--- config.mk ---
export PLATFORM = sky130hd
export DESIGN_NAME = dma_channel_allocator_flat
export DESIGN_NICKNAME = d
export VERILOG_FILES = /design/src/rtl/core/dmaca_pkg.sv /design/src/rtl/core/dmaca_if.sv /design/src/rtl/core/dma_channel_allocator.sv /design/src/flat_wrapper.sv
export VERILOG_INCLUDE_DIRS = /design/src /design/src/rtl/core
export SDC_FILE = /design/constraint.sdc
export NUM_CORES = 1
export LEC_CHECK = 0
export BUFFER_PORTS_ARGS = -buffer_cell sky130_fd_sc_hd__buf_2
export CORE_ASPECT_RATIO = 0.9
export CORE_MARGIN = 1
export CORE_UTILIZATION = 53
export DETAILED_ROUTE_END_ITERATION = 10
export PLACE_DENSITY_LB_ADDON = 0.05
export SYNTH_ARGS = -nofsm -noshare
export SYNTH_HDL_FRONTEND = slang
export SYNTH_SLANG_ARGS = --single-unit
--- constraint.sdc ---
create_clock -name clk -period 4 [get_ports clk]
set_input_delay 0.8 -clock clk [delete_from_list [all_inputs] [get_ports clk]]
set_output_delay 0.8 -clock clk [all_outputs]
set_load 0.01 [all_outputs]
--- src/rtl/core/dma_channel_allocator_assert.svh ---
// Assertion macros for the DMA channel allocator.
`ifndef DMA_CHANNEL_ALLOCATOR_ASSERT_SVH
`define DMA_CHANNEL_ALLOCATOR_ASSERT_SVH

// Same-cycle implication, checked outside reset.
`define DMACA_ASSERT_NOW(lbl, ante, cons) \
    lbl: assert property (@(posedge clk) disable iff (!rst_n) (ante) |-> (cons)) \
        else $error("dma_channel_allocator: assertion failed");

// Next-cycle implication, checked outside reset.
`define DMACA_ASSERT_NEXT(lbl, ante, cons) \
    lbl: assert property (@(posedge clk) disable iff (!rst_n) (ante) |=> (cons)) \
        else $error("dma_channel_allocator: assertion failed");

`endif

--- src/rtl/core/dmaca_pkg.sv ---
// Package: pool sizes, field widths and codes of the DMA channel allocator.
`timescale 1ns / 1ps

package dmaca_pkg;

    localparam int FULL_CHANNELS = 8;
    localparam int HALF_CHANNELS = 6;
    localparam int FIFO_CHANNELS = 6;

    localparam int HALF_BASE    = FULL_CHANNELS;
    localparam int FIFO_BASE    = FULL_CHANNELS + HALF_CHANNELS;
    localparam int ALL_CHANNELS = FULL_CHANNELS + HALF_CHANNELS + FIFO_CHANNELS;

    // payload field widths
    localparam int OP_W     = 1;
    localparam int KIND_W   = 4;
    localparam int CHAN_W   = 5;
    localparam int STATUS_W = 2;

    // list heads hold the pool size as the end mark
    localparam int FULL_HEAD_W = $clog2(FULL_CHANNELS + 1);
    localparam int HALF_HEAD_W = $clog2(HALF_CHANNELS + 1);
    localparam int FULL_IDX_W  = (FULL_CHANNELS > 1) ? $clog2(FULL_CHANNELS) : 1;
    localparam int HALF_IDX_W  = (HALF_CHANNELS > 1) ? $clog2(HALF_CHANNELS) : 1;
    localparam int HELD_IDX_W  = $clog2(ALL_CHANNELS);

    localparam logic [OP_W-1:0] OP_REQ  = 1'b0;
    localparam logic [OP_W-1:0] OP_FREE = 1'b1;

    localparam logic [KIND_W-1:0] KIND_FULL       = 4'd0;
    localparam logic [KIND_W-1:0] KIND_HALF       = 4'd1;
    localparam logic [KIND_W-1:0] KIND_VFIFO      = 4'd2;
    localparam logic [KIND_W-1:0] KIND_UART_FIRST = 4'd3;
    localparam logic [KIND_W-1:0] KIND_UART_END   = KIND_W'(3 + FIFO_CHANNELS);

    localparam logic [STATUS_W-1:0] ST_OK      = 2'd0;
    localparam logic [STATUS_W-1:0] ST_NONE    = 2'd1;
    localparam logic [STATUS_W-1:0] ST_UNKNOWN = 2'd2;

endpackage

--- src/rtl/core/dmaca_if.sv ---
// Request and response channel interfaces of the DMA channel allocator.
`timescale 1ns / 1ps

interface dmaca_req_if import dmaca_pkg::*; ();
    logic              valid;
    logic              ready;
    logic [OP_W-1:0]   op;
    logic [KIND_W-1:0] req_kind;
    logic [CHAN_W-1:0] chan_id;

    modport source (output valid, output op, output req_kind, output chan_id, input ready);
    modport sink   (input valid, input op, input req_kind, input chan_id, output ready);
endinterface

interface dmaca_rsp_if import dmaca_pkg::*; ();
    logic                valid;
    logic                ready;
    logic [STATUS_W-1:0] status;
    logic [CHAN_W-1:0]   granted_chan;

    modport source (output valid, output status, output granted_chan, input ready);
    modport sink   (input valid, input status, input granted_chan, output ready);
endinterface

--- src/rtl/core/dma_channel_allocator.sv ---
// DMA channel allocator: free-list pools for full and half channels, flags for vfifo channels.
//
// Usage
//   req : one request per handshake, op = request or free, req_kind picks the pool
//         (full, half, or the vfifo of one UART), chan_id names the channel to free.
//   rsp : one response per request: status (ok, none available, unknown type) and
//         the granted channel number, 0 when nothing was granted.
// Timing
//   A request is captured in an input register, decoded against the pool state
//   and written to the response register once the response slot is free or being
//   drained. The pool update happens on that same edge, so a following request
//   sees it; one request per cycle is sustained while rsp is not held off.
//   The rate is set by the single pass through the head/link lookup of each list.
// Stalls
//   While rsp is held off, the finished response waits in its register and one
//   more request waits in the input register; req.ready drops only when both are full.
// Reset
//   Both free lists are rebuilt in ascending order (channel 0 at the head) and all
//   held flags are cleared at once; the block takes requests straight after reset.
`timescale 1ns / 1ps

module dma_channel_allocator import dmaca_pkg::*;
(
    input  logic             clk,
    input  logic             rst_n,
    dmaca_req_if.sink        req,
    dmaca_rsp_if.source      rsp
);

    // input register
    logic              in_vld_reg;
    logic [OP_W-1:0]   in_op_reg;
    logic [KIND_W-1:0] in_kind_reg;
    logic [CHAN_W-1:0] in_chan_reg;

    // response register
    logic                rsp_vld_reg;
    logic [STATUS_W-1:0] rsp_status_reg;
    logic [CHAN_W-1:0]   rsp_chan_reg;

    // pool state
    logic [FULL_HEAD_W-1:0] full_head_reg, full_head_next;
    logic [FULL_HEAD_W-1:0] full_next_reg [FULL_CHANNELS];
    logic [FULL_HEAD_W-1:0] full_next_next [FULL_CHANNELS];
    logic [HALF_HEAD_W-1:0] half_head_reg, half_head_next;
    logic [HALF_HEAD_W-1:0] half_next_reg [HALF_CHANNELS];
    logic [HALF_HEAD_W-1:0] half_next_next [HALF_CHANNELS];
    logic [ALL_CHANNELS-1:0] held_reg, held_next;

    logic                grant_ok;
    logic [STATUS_W-1:0] status_val;
    logic [CHAN_W-1:0]   chan_val;
    logic [CHAN_W-1:0]   half_off;
    logic                advance;
    logic                full_empty;
    logic                half_empty;
    logic                uart_kind;
    logic [CHAN_W-1:0]   uart_chan;
    logic                free_full;

    // the input register moves on when the response slot is free or being drained
    assign advance   = in_vld_reg && (!rsp_vld_reg || rsp.ready);
    assign req.ready = !in_vld_reg || advance;

    assign rsp.valid        = rsp_vld_reg;
    assign rsp.status       = rsp_status_reg;
    assign rsp.granted_chan = rsp_chan_reg;

    assign full_empty = (full_head_reg >= FULL_HEAD_W'(FULL_CHANNELS));
    assign half_empty = (half_head_reg >= HALF_HEAD_W'(HALF_CHANNELS));
    assign uart_kind  = (in_kind_reg >= KIND_UART_FIRST) && (in_kind_reg < KIND_UART_END);
    assign uart_chan  = CHAN_W'(FIFO_BASE) + CHAN_W'(in_kind_reg - KIND_UART_FIRST);
    assign half_off   = in_chan_reg - CHAN_W'(HALF_BASE);
    assign free_full  = (in_op_reg == OP_FREE) && (in_chan_reg < CHAN_W'(FULL_CHANNELS));
    // grant_ok only marks a successful grant, for the checks below
    assign grant_ok   = (status_val == ST_OK) && (in_op_reg == OP_REQ);

    always_comb
    begin
        full_head_next = full_head_reg;
        full_next_next = full_next_reg;
        half_head_next = half_head_reg;
        half_next_next = half_next_reg;
        held_next      = held_reg;
        status_val     = ST_OK;
        chan_val       = '0;

        if (in_op_reg == OP_REQ)
        begin
            priority if (in_kind_reg == KIND_FULL)
            begin
                if (full_empty)
                begin
                    status_val = ST_NONE;
                end
                else
                begin
                    held_next[HELD_IDX_W'(full_head_reg)] = 1'b1;
                    full_head_next = full_next_reg[full_head_reg[FULL_IDX_W-1:0]];
                    chan_val       = CHAN_W'(full_head_reg);
                end
            end
            else if (in_kind_reg == KIND_HALF)
            begin
                if (half_empty)
                begin
                    status_val = ST_NONE;
                end
                else
                begin
                    chan_val = CHAN_W'(HALF_BASE) + CHAN_W'(half_head_reg);
                    held_next[HELD_IDX_W'(chan_val)] = 1'b1;
                    half_head_next = half_next_reg[half_head_reg[HALF_IDX_W-1:0]];
                end
            end
            else if (uart_kind)
            begin
                if (held_reg[HELD_IDX_W'(uart_chan)])
                begin
                    status_val = ST_NONE;
                end
                else
                begin
                    held_next[HELD_IDX_W'(uart_chan)] = 1'b1;
                    chan_val = uart_chan;
                end
            end
            else
            begin
                // generic vfifo and codes past the last UART
                status_val = ST_UNKNOWN;
            end
        end
        else
        begin
            priority if (free_full)
            begin
                full_next_next[in_chan_reg[FULL_IDX_W-1:0]] = full_head_reg;
                full_head_next = FULL_HEAD_W'(in_chan_reg);
                held_next[HELD_IDX_W'(in_chan_reg)] = 1'b0;
            end
            else if (in_chan_reg < CHAN_W'(FIFO_BASE))
            begin
                half_next_next[half_off[HALF_IDX_W-1:0]] = half_head_reg;
                half_head_next = HALF_HEAD_W'(half_off);
                held_next[HELD_IDX_W'(in_chan_reg)] = 1'b0;
            end
            else if (in_chan_reg < CHAN_W'(ALL_CHANNELS))
            begin
                held_next[HELD_IDX_W'(in_chan_reg)] = 1'b0;
            end
            else
            begin
                status_val = ST_UNKNOWN;
            end
        end
    end

    always_ff @(posedge clk or negedge rst_n)
    begin
        if (!rst_n)
        begin
            in_vld_reg    <= 1'b0;
            rsp_vld_reg   <= 1'b0;
            full_head_reg <= '0;
            half_head_reg <= '0;
            held_reg      <= '0;
            for (int i = 0; i < FULL_CHANNELS; i++)
            begin
                full_next_reg[i] <= FULL_HEAD_W'(i + 1);
            end
            for (int i = 0; i < HALF_CHANNELS; i++)
            begin
                half_next_reg[i] <= HALF_HEAD_W'(i + 1);
            end
        end
        else
        begin
            if (req.ready)
            begin
                in_vld_reg <= req.valid;
            end
            if (advance)
            begin
                rsp_vld_reg   <= 1'b1;
                full_head_reg <= full_head_next;
                full_next_reg <= full_next_next;
                half_head_reg <= half_head_next;
                half_next_reg <= half_next_next;
                held_reg      <= held_next;
            end
            else if (rsp.ready)
            begin
                rsp_vld_reg <= 1'b0;
            end
        end
    end

    // payload registers
    always_ff @(posedge clk)
    begin
        if (req.valid && req.ready)
        begin
            in_op_reg   <= req.op;
            in_kind_reg <= req.req_kind;
            in_chan_reg <= req.chan_id;
        end
        if (advance)
        begin
            rsp_status_reg <= status_val;
            rsp_chan_reg   <= chan_val;
        end
    end

`include "dma_channel_allocator_assert.svh"

    // heads never point past the end mark
    `DMACA_ASSERT_NOW(a_full_head_range, 1'b1, full_head_reg <= FULL_HEAD_W'(FULL_CHANNELS))
    `DMACA_ASSERT_NOW(a_half_head_range, 1'b1, half_head_reg <= HALF_HEAD_W'(HALF_CHANNELS))
    // a freed full channel becomes the head of its list
    `DMACA_ASSERT_NEXT(a_full_push, advance && free_full,
        full_head_reg == $past(FULL_HEAD_W'(in_chan_reg)))
    // every granted channel is marked held
    `DMACA_ASSERT_NEXT(a_grant_held, advance && grant_ok,
        held_reg[HELD_IDX_W'(rsp_chan_reg)])
    // each processed request leaves a response behind
    `DMACA_ASSERT_NEXT(a_rsp_follows, advance, rsp_vld_reg)

endmodule

--- src/flat_wrapper.sv ---
// flat-port wrapper written by rule: the top's interface ports become plain ports
module dma_channel_allocator_flat import dmaca_pkg::*;
  (clk, rst_n, req_valid, req_op, req_req_kind, req_chan_id, req_ready, rsp_valid, rsp_status, rsp_granted_chan, rsp_ready);
  dmaca_req_if req_i ();
  dmaca_rsp_if rsp_i ();
  input  logic clk;
  input  logic rst_n;
  input wire logic [$bits(req_i.valid)-1:0] req_valid;
  input wire logic [$bits(req_i.op)-1:0] req_op;
  input wire logic [$bits(req_i.req_kind)-1:0] req_req_kind;
  input wire logic [$bits(req_i.chan_id)-1:0] req_chan_id;
  output wire logic [$bits(req_i.ready)-1:0] req_ready;
  output wire logic [$bits(rsp_i.valid)-1:0] rsp_valid;
  output wire logic [$bits(rsp_i.status)-1:0] rsp_status;
  output wire logic [$bits(rsp_i.granted_chan)-1:0] rsp_granted_chan;
  input wire logic [$bits(rsp_i.ready)-1:0] rsp_ready;
  assign req_i.valid = req_valid;
  assign req_i.op = req_op;
  assign req_i.req_kind = req_req_kind;
  assign req_i.chan_id = req_chan_id;
  assign req_ready = req_i.ready;
  assign rsp_valid = rsp_i.valid;
  assign rsp_status = rsp_i.status;
  assign rsp_granted_chan = rsp_i.granted_chan;
  assign rsp_i.ready = rsp_ready;
  dma_channel_allocator u_core (.clk(clk), .rst_n(rst_n), .req(req_i), .rsp(rsp_i));
endmodule
==> results of run 1 <==
-- how the worst max path moves through the flow --
stage                                     from                                        to  slack [ps]  cells after the start
2_1_floorplan  u_core.in_kind_reg[0]$_DFFE_PP_           u_core.held_reg[15]$_DFFE_PN0P_        1340                     12
3_3_place_gp   u_core.in_kind_reg[0]$_DFFE_PP_      u_core.full_next_reg[13]$_DFFE_PN0P_        1050                      8
3_5_place_dp                         rsp_ready      u_core.full_next_reg[13]$_DFFE_PN0P_         990                      8
4_1_cts        u_core.in_kind_reg[0]$_DFFE_PP_      u_core.full_next_reg[13]$_DFFE_PN0P_         980                      8
5_1_grt        u_core.in_kind_reg[0]$_DFFE_PP_  u_core.rsp.granted_chan[4]$_SDFFCE_PP0P_         800                      8
6_report       u_core.in_kind_reg[0]$_DFFE_PP_      u_core.full_next_reg[13]$_DFFE_PN0P_         970                      8
-- synth_stat cells, drive strengths merged, types with 4 or more instances --
| master | count |
|---|---|
| o22ai | 4 |
| edfxtp | 17 |
| nand2 | 31 |
| dfrtp | 53 |
| nand2b | 9 |
| and2 | 4 |
| ha | 5 |
| or2 | 5 |
| o211ai | 8 |
| nand3 | 6 |
| o31ai | 8 |
| o21ai | 33 |
| a31oi | 7 |
| nand4 | 6 |
| nor2 | 30 |
| a21oi | 11 |
| buf | 5 |
| inv | 13 |
| mux2 | 47 |
| mux4 | 12 |
| mux2i | 9 |
| clkbuf | 22 |
| dfstp | 22 |
| nor3b | 6 |
| nor2b | 6 |
| nor4b | 4 |
-- per-stage QoR --
step	setup WS, ps	area (um2)	hold slack [ps]
after floorplan	1340	4880	449
after global placement	1050	5050	462
after detailed placement	989	5050	480
after CTS	983	5250	492
after global routing	804	5250	520
final	972	5250	490
-- worst min-delay path, delay by kind of cell (launching register included) --
family             cells  cell delay, ps
and+or+nand+nor        1              40
AOI/OAI and AO/OA      1              70
DFF                    1             380
-- final cells by class --
type                    count  area (um2)  area share, %
flip-flops and latches     92        2410           46.0
multi-input cells         294        2290           43.7
clock buffers              12         155           2.96
well taps                 119         149           2.84
repair buffers             26         143           2.72
inverters                  13        48.8          0.929
clock inverters             3        45.0          0.858
-- cells by family (layout without fill, tap and decap cells) --
| family | after synthesis | after routing | share of synthesized area [%] |
|---|---|---|---|
| simple gates | 124 | 124 | 13.9 |
| compound gates | 96 | 96 | 13.3 |
| flops | 92 | 92 | 49.5 |
| mux | 68 | 68 | 18.5 |
| buf+inv | 40 | 54 | 3.44 |
| fa+ha+maj | 5 | 5 | 1.28 |
| xor+xnor | 1 | 1 | 0.180 |
-- power groups by stage --
stage          registers [W]  clock network, W  logic (W)
2_1_floorplan        0.00115                 0   0.000384
3_3_place_gp         0.00128                 0   0.000382
3_5_place_dp         0.00129                 0   0.000384
4_1_cts              0.00127          0.000658   0.000387
5_1_grt              0.00130          0.000685   0.000428
6_report             0.00127          0.000635   0.000388
-- metal layers --
layer	GRT usage [%]	wire length (um)	vias to the layer above
met3	4.71	806	31
met2	39.1	4990	151
li1	-	-	1597
met4	7.63	220	0
met5	0	0	-
met1	38.8	5060	1708
==> impl_metrics.ini, run 1 <==
[critical_path]
crit_path_end_kind = flip-flop
startpoint_type = flip-flop
ff2ff_setup_slack_ps = 970
cp.required_ps = 4240
crit_path_top_delay_cell = edfxtp_1
path_class = flip-flop to flip-flop
timing.rr.end = u_core.full_next_reg[13]$_DFFE_PN0P_
r2r_start = u_core.in_kind_reg[0]$_DFFE_PP_
path_cells = inv_1 > ha_1 > nor4b_2 > and2b_1 > o21ai_2 > or2_2 > nor2_1 > mux2_2
cp.arrival_ps = 3270
cp_max_fo = 12
rr_worst_depth = 8
path_buf_inv = 1
crit_family = simple AND/OR/NAND/NOR gates
max_stage_delay_ps = 510

[route]
vias_per_cell = 6.24
post_drt_wl_per_cell_um = 19.8
dr.pass1.iters = 6
drt-total-wl_um = 11100
drc = 0
antenna_left = 0
vias = 3487
drt_iter0_markers = 382

[power]
cellPowerDensity_mw_per_mm2 = 437
pwr-share-seq_pct = 55.4
power_leakage_nw = 2.13
switching_share_pct = 30.1
vdd_drop_max_uv = 252
p_comb_share_pct = 16.9
p_int_w = 0.00160
p_switching_w = 0.000690
power_w = 0.00229
p_clk_share_pct = 27.7

[timing]
slew_headroom_pct = 38.2
drv_slew = 0
finClkSkew_ps = 10.4
period_share_pct = 75.7
grt_setup_unrepaired = false
tightestPinTransition_ps = 926
hold_viol = 0
setup_viol = 0
tns_ps = 0
min_period_ps = 3030
max_freq_mhz = 330

[finish]
final_common_cell = dfrtp_1
fillers = 755
drive_above_1_share_pct = 31.6
antenna_cells = 0
layoutNonFillerInstCount = 559
utilization_pct = 60.1
mostFrequentLayoutCells = 53 x dfrtp_1, 47 x mux2_2, 32 x o21ai_0, 31 x nand2_1, 28 x nor2_1
synthToLayoutAreaGrowth_pct = 7.65
nets = 455
largest_reg_flops = 32

[global_route]
grt_pass1_vias = 3449
grt_pass1_wl_um = 18500
grt_max_degree = 76
antenna_found_initial = 0
gr-total-overflow = 0
grt_util_all_layers_pct = 26.1

[placement]
dp.cells = 544
io_buffers = 22
hpwl_um = 7960
gp_congestion = 0.929

[run]
maxCapViolations = 0

[cts]
cts_made_buffers = 9
clk_pin_slew_ps = 90
cts_sinks = 92
hold_buffers = 0
post_cts_resized = 0
clk_path_buf_depth = 2
cts.root.buffer_cell = clkbuf_8
post_cts_buffers = 0
htreeDepth = 3
clk_latency_ps = 360
cts_tree = done

[yosys]
yosysUniqueCellTypes = 63
syn_area_per_cell_um2 = 11.4
yosysWarnings = 0
synthCells = 426
synthTopCellsByArea = dfrtp_1 27%, dfstp_2 12%, mux2_2 11%
synth_edf_count = 17
synth_top_area_share_pct = 27.2
ys_seq_area_share_pct = 49.5
synth_area_mm2 = 0.00488
syn_nets = 445
yosys.area.top_type = dfrtp_1
synth_ff_type = dfrtp_1
ys_ff_latch = 92
async_flop_share_pct = 81.5

[min_path]
whs_path_depth = 2
hold-path-endpoint = u_core.half_next_reg[15]$_DFFE_PN1P_
hold_path_class = flip-flop to flip-flop
min_from = u_core.half_next_reg[15]$_DFFE_PN1P_

[floorplanning]
core_mm2 = 0.00873
fp.dieH_um = 93.0
die_x_um = 103
ios = 23
fp-row-count = 32
initial_utilization_pct = 55.9
dieArea_mm2 = 0.00959

[status]
status = completed
No activity file was read; power rests on OpenSTA's default activity.
==> run 2: changes to the inputs <==
Settings changed: ABC_AREA from default to 1.
Clock period 4 ns to 3.2 ns, I/O delays scaled along.
==> run 2 against run 1 <==
Register-to-register slack got worse by 500 ps. Fmax rose by 11%. Worst hold slack worse by 97 ps. Synthesized cell count is 62% higher. Total power grew 65%. Utilization shrank 0.59 points. First-iteration DRC count is 7.3% higher.
==> impl_metrics.ini, run 2 <==
[status]
status = completed

[timing]
finClkSkew_ps = 11.6
slew_headroom_pct = 37.9
period_share_pct = 85.3
tns_ps = 0
grt_setup_unrepaired = false
hold_ws_ps = 393
max_freq_mhz = 366
tightestPinTransition_ps = 932
setup_viol = 0
hold_viol = 0
drv_slew = 0
min_period_ps = 2730

[cts]
post_cts_resized = 0
cts_tree = done
htreeDepth = 3
clk_path_buf_depth = 2
cts_sinks = 92
cts.root.buffer_cell = clkbuf_8
clk_pin_slew_ps = 100
clk_latency_ps = 370
cts_made_buffers = 9
hold_buffers = 0
post_cts_buffers = 0

[yosys]
synth_commonest_cells = 256 x nand2_1, 84 x o21ai_0, 62 x nor2_1, 53 x dfrtp_1, 49 x inv_1
yosysMostFrequentCell = nand2_1
yosys.area.top_type = dfrtp_1
async_flop_share_pct = 81.5
synth_ff_type = dfrtp_1
synthCells = 689
syn_area_per_cell_um2 = 7.39
synth_top_area_share_pct = 26.1
synthTopCellsByArea = dfrtp_1 26%, nand2_1 19%, dfstp_2 11%
yosysUniqueCellTypes = 36
synth_edf_count = 17
ys_ff_latch = 92
ys_seq_area_share_pct = 47.5
synth_area_mm2 = 0.00509
yosysWarnings = 0
syn_nets = 708

[route]
post_drt_wl_per_cell_um = 16.5
drt_iter0_markers = 410
vias = 4727
antenna_left = 0
drc = 0
vias_per_cell = 5.67
drt-total-wl_um = 13800
dr.pass1.iters = 5

[critical_path]
cp.required_ps = 3490
path_buf_inv = 1
crit_path_top_delay_cell = edfxtp_1
crit_top_cell = nand2_1
path_cells = clkinv_1 > ha_1 > nand2_2 > nand2_2 > nor2_1 > nand2_1 > nand2_1 > nor2_1 > nand3_1 > nand2_1 > o21ai_1
max_stage_delay_ps = 640
cp_max_fo = 15
crit_path_end_kind = flip-flop
cp.arrival_ps = 3020
path_class = flip-flop to flip-flop
startpoint_type = flip-flop
crit_family = simple AND/OR/NAND/NOR gates

[placement]
hpwl_um = 9990
gp_congestion = 0.971
post_dp_cell_area_mm2 = 0.00529
io_buffers = 22

[finish]
largest_reg_flops = 32
synthToLayoutAreaGrowth_pct = 7.77
antenna_cells = 0
nets = 726
final_common_cell = nand2_1
mostFrequentLayoutCells = 256 x nand2_1, 84 x o21ai_0, 62 x nor2_1, 53 x dfrtp_1, 49 x inv_1
drive_above_1_share_pct = 11.2
design_area_mm2 = 0.00548

[floorplanning]
die_x_um = 105
ios = 23
fp.dieH_um = 95.0
initial_utilization_pct = 55.3
fp-row-count = 33
dieArea_mm2 = 0.0100
core_mm2 = 0.00921

[global_route]
grt_util_all_layers_pct = 30.2
gr-total-overflow = 0
grt_pass1_vias = 4436
grt_pass1_wl_um = 23000
antenna_found_initial = 0
grt_max_degree = 76

[power]
power_leakage_nw = 2.50
vdd_drop_max_uv = 368
cellPowerDensity_mw_per_mm2 = 690

[min_path]
hold_path_class = input pin to asynchronous set/reset pin

[run]
maxCapViolations = 0
[run 2: changes by cell type after synthesis, sizes merged, moves of 8 or more]
cell	change
o31ai	-8
o21ai	+57
mux2i	-9
inv	+41
mux4	-12
nand3	+41
nor2	+37
nand2	+227
mux2	-47
clkbuf	-11
nand2b	-9
[run 2: area by class of cell]
type                       count  area (um2)
clock buffer                   9         124
clock inverter                 7        67.6
fill                         858        3720
inverter                      56         210
multi-input combinational    522        2370
sequential                    92        2410
tap                          122         153
timing repair buffer          26         143
[run 2: worst paths after layout]
path / from / end / slack [ps] / cells past startpoint
setup / recovery: u_core.in_kind_reg[0]$_DFFE_PP_ / u_core.held_reg[6]$_DFFE_PN0P_ / 470 / 11
hold / removal: rst_n / u_core.half_next_reg[12]$_DFFE_PN0P_ / 390 / 1
setup reg to reg: u_core.in_kind_reg[0]$_DFFE_PP_ / u_core.held_reg[6]$_DFFE_PN0P_ / 470 / 11
hold reg to reg: u_core.half_next_reg[15]$_DFFE_PN1P_ / u_core.half_next_reg[15]$_DFFE_PN1P_ / 490 / 2
max in group asynchronous: rst_n / u_core.rsp.valid$_DFFE_PN0P_ / 2200 / 1
min in group clk: req_req_kind[0] / u_core.in_kind_reg[0]$_DFFE_PP_ / 440 / 1
[run 2: kinds of logic (layout without fill, tap and decap cells)]
logic type / after synthesis / in the layout / share of synthesized area, %
compound gates: 128 / 128 / 14.0
xor+xnor: 1 / 1 / 0.172
fa+ha+maj: 5 / 5 / 1.23
buf+inv: 75 / 98 / 5.93
flops: 92 / 92 / 47.5
simple gates: 388 / 388 / 31.2
[run 2: metrics by stage]
| step | instances | utilization [%] | setup slack [ps] | total power (W) |
|---|---|---|---|---|
| after global placement | 818 | 57.5 | 655 | 0.00298 |
| after CTS | 834 | 59.6 | 539 | 0.00379 |
| final | 834 | 59.6 | 470 | 0.00379 |
| after global routing | 834 | 59.6 | 88.1 | 0.00405 |
| after detailed placement | 818 | 57.5 | 558 | 0.00300 |
| after floorplan | 689 | - | 1160 | 0.00258 |
[run 2: routing by layer]
metal	GRT usage, %	vias to the layer above	share of wire [%]
li1	-	2294	-
met1	44.1	2181	47
met2	45.8	223	43
met3	5.38	29	8.5
met4	9.15	0	1.8
met5	0	-	0
[run 2: worst reg2reg max path: stages, from the launching register on]
cell and delay, ps:
edfxtp_1 640, clkinv_1 180, ha_1 300, nand2_2 270, nand2_2 170, nor2_1 200, nand2_1 110, nand2_1 100
nor2_1 50, nand3_1 430, nand2_1 100, o21ai_1 100
[run 2: report_power, final]
part	switching, W	internal, W
Clock	0.000467	0.000305
Combinational	0.000852	0.000371
Sequential	0.000257	0.00153
==> run 3: changes to the inputs <==
Settings changed: GPL_TIMING_DRIVEN from default to 0, PLACE_DENSITY from default to 0.76, PLACE_DENSITY_LB_ADDON 0.05 to default.
==> run 3 against run 2 <==
Register-to-register slack worse by 60 ps. Via count is 3.2% higher. Worst setup slack worse by 64 ps. Global-route usage is 0.67 points higher. Clock power is 4.1% lower. Clock skew is 2.6 ps higher.
==> impl_metrics.ini, run 3 (synthesis results as in run 2) <==
[status]
status = completed

[critical_path]
worstSetupStartpoint = u_core.in_kind_reg[0]$_DFFE_PP_
path_cells = clkinv_1 > ha_1 > inv_1 > nand2_1 > nor2_1 > nor2_1 > nor2_1 > nor2_2 > nand3_2 > nand2_1 > nor2_4 > nand2_1 > nand2_1
max_stage_delay_ps = 510
r2r_start = u_core.in_kind_reg[0]$_DFFE_PP_
cp_max_fo = 10
cp.arrival_ps = 3110
crit_top_cell = nand2_1
crit_path_end_kind = flip-flop
path_buf_inv = 2
startpoint_type = flip-flop
crit_family = simple AND/OR/NAND/NOR gates
cp.required_ps = 3520
crit_path_top_delay_cell = ha_1
path_class = flip-flop to flip-flop

[timing]
tightestPinTransition_ps = 765
tns_ps = 0
min_period_ps = 2790
drv_slew = 0
finClkSkew_ps = 14.2
slew_headroom_pct = 48.6
period_share_pct = 87.3
hold_viol = 0
max_freq_mhz = 358
setup_viol = 0
grt_setup_unrepaired = false

[finish]
antenna_cells = 0
fillers = 850
multiInputGateArea_mm2 = 0.00237
final-seq-area_mm2 = 0.00241
largest_reg_flops = 32
mostFrequentLayoutCells = 256 x nand2_1, 84 x o21ai_0, 62 x nor2_1, 53 x dfrtp_1, 49 x inv_1
synthToLayoutAreaGrowth_pct = 9.27
drive_above_1_share_pct = 11.3
nets = 742
design_area_mm2 = 0.00556
final_common_cell = nand2_1
utilization_pct = 60.4

[floorplanning]
fp-row-count = 33
dieArea_mm2 = 0.0100
initial_utilization_pct = 55.3
ios = 23
fp.dieH_um = 95.0
core_mm2 = 0.00921
die_x_um = 105

[route]
drc = 0
vias = 4879
drt_iter0_markers = 363
post_drt_wl_per_cell_um = 16.8
drt-total-wl_um = 14200
antenna_left = 0
vias_per_cell = 5.74
dr.pass1.iters = 5

[cts]
clk_latency_ps = 370
cts_made_buffers = 9
post_cts_buffers = 0
htreeDepth = 3
post_cts_resized = 0
hold_buffers = 0
clk_path_buf_depth = 2
clk_pin_slew_ps = 90
cts_tree = done
cts.root.buffer_cell = clkbuf_8
cts_sinks = 92

[power]
power_w = 0.00377
cellPowerDensity_mw_per_mm2 = 678
vdd_drop_max_uv = 390
power_leakage_nw = 2.53

[placement]
post_dp_cell_area_mm2 = 0.00538
gp_congestion = 1.01
hpwl_um = 10400
io_buffers = 22

[global_route]
grt_pass1_wl_um = 23200
grt_pass1_vias = 4578
antenna_found_initial = 0
gr-total-overflow = 0
grt_util_all_layers_pct = 30.8
grt_max_degree = 52

[min_path]
hold_path_class = input pin to asynchronous set/reset pin

[run]
maxCapViolations = 0
-- run 3: final cells by class --
class	count	share of cell area, %
clock inverters	3	0.360
well taps	122	2.75
plain buffers	19	1.64
multi-input cells	522	42.7
flip-flops and latches	92	43.4
repair buffers	23	2.52
inverters	56	3.78
clock buffers	13	2.86
-- run 3: final timing paths --
path	end	slack [ps]	cells past startpoint
min in group clk	u_core.in_kind_reg[0]$_DFFE_PP_	430	1
setup reg to reg	u_core.held_reg[12]$_DFFE_PN0P_	410	13
hold / removal	u_core.full_next_reg[2]$_DFFE_PN0P_	160	1
hold reg to reg	u_core.half_next_reg[15]$_DFFE_PN1P_	480	2
max in group asynchronous	u_core.full_next_reg[25]$_DFFE_PN1P_	2420	2
setup / recovery	u_core.held_reg[12]$_DFFE_PN0P_	410	13
-- run 3: power breakdown --
part	leakage (nW)	internal (W)	switching, W
clock network	0.0939	0.000327	0.000413
registers	1.10	0.00154	0.000222
logic	1.34	0.000383	0.000888
total	2.53	0.00225	0.00152
-- run 3: worst reg2reg max path, stage by stage (launching register included) --
cell and delay [ps]:
edfxtp_1 490, clkinv_1 360, ha_1 510, inv_1 240, nand2_1 90, nor2_1 130, nor2_1 80, nor2_1 130
nor2_2 70, nand3_2 90, nand2_1 90, nor2_4 270, nand2_1 90, nand2_1 80
-- run 3: per-layer routing --
layer | track usage, % | wire length (um)
met4 | 11.2 | 331
met1 | 43.4 | 6330
met5 | 0 | 0
met3 | 8.42 | 1580
met2 | 45.7 | 6000
-- run 3: per-stage QoR --
step	instances	setup slack [ps]	hold slack (ps)
floorplan	689	1160	344
global placement	833	588	461
detailed placement	834	519	469
CTS	850	501	170
global route	850	204	171
finish	850	405	163
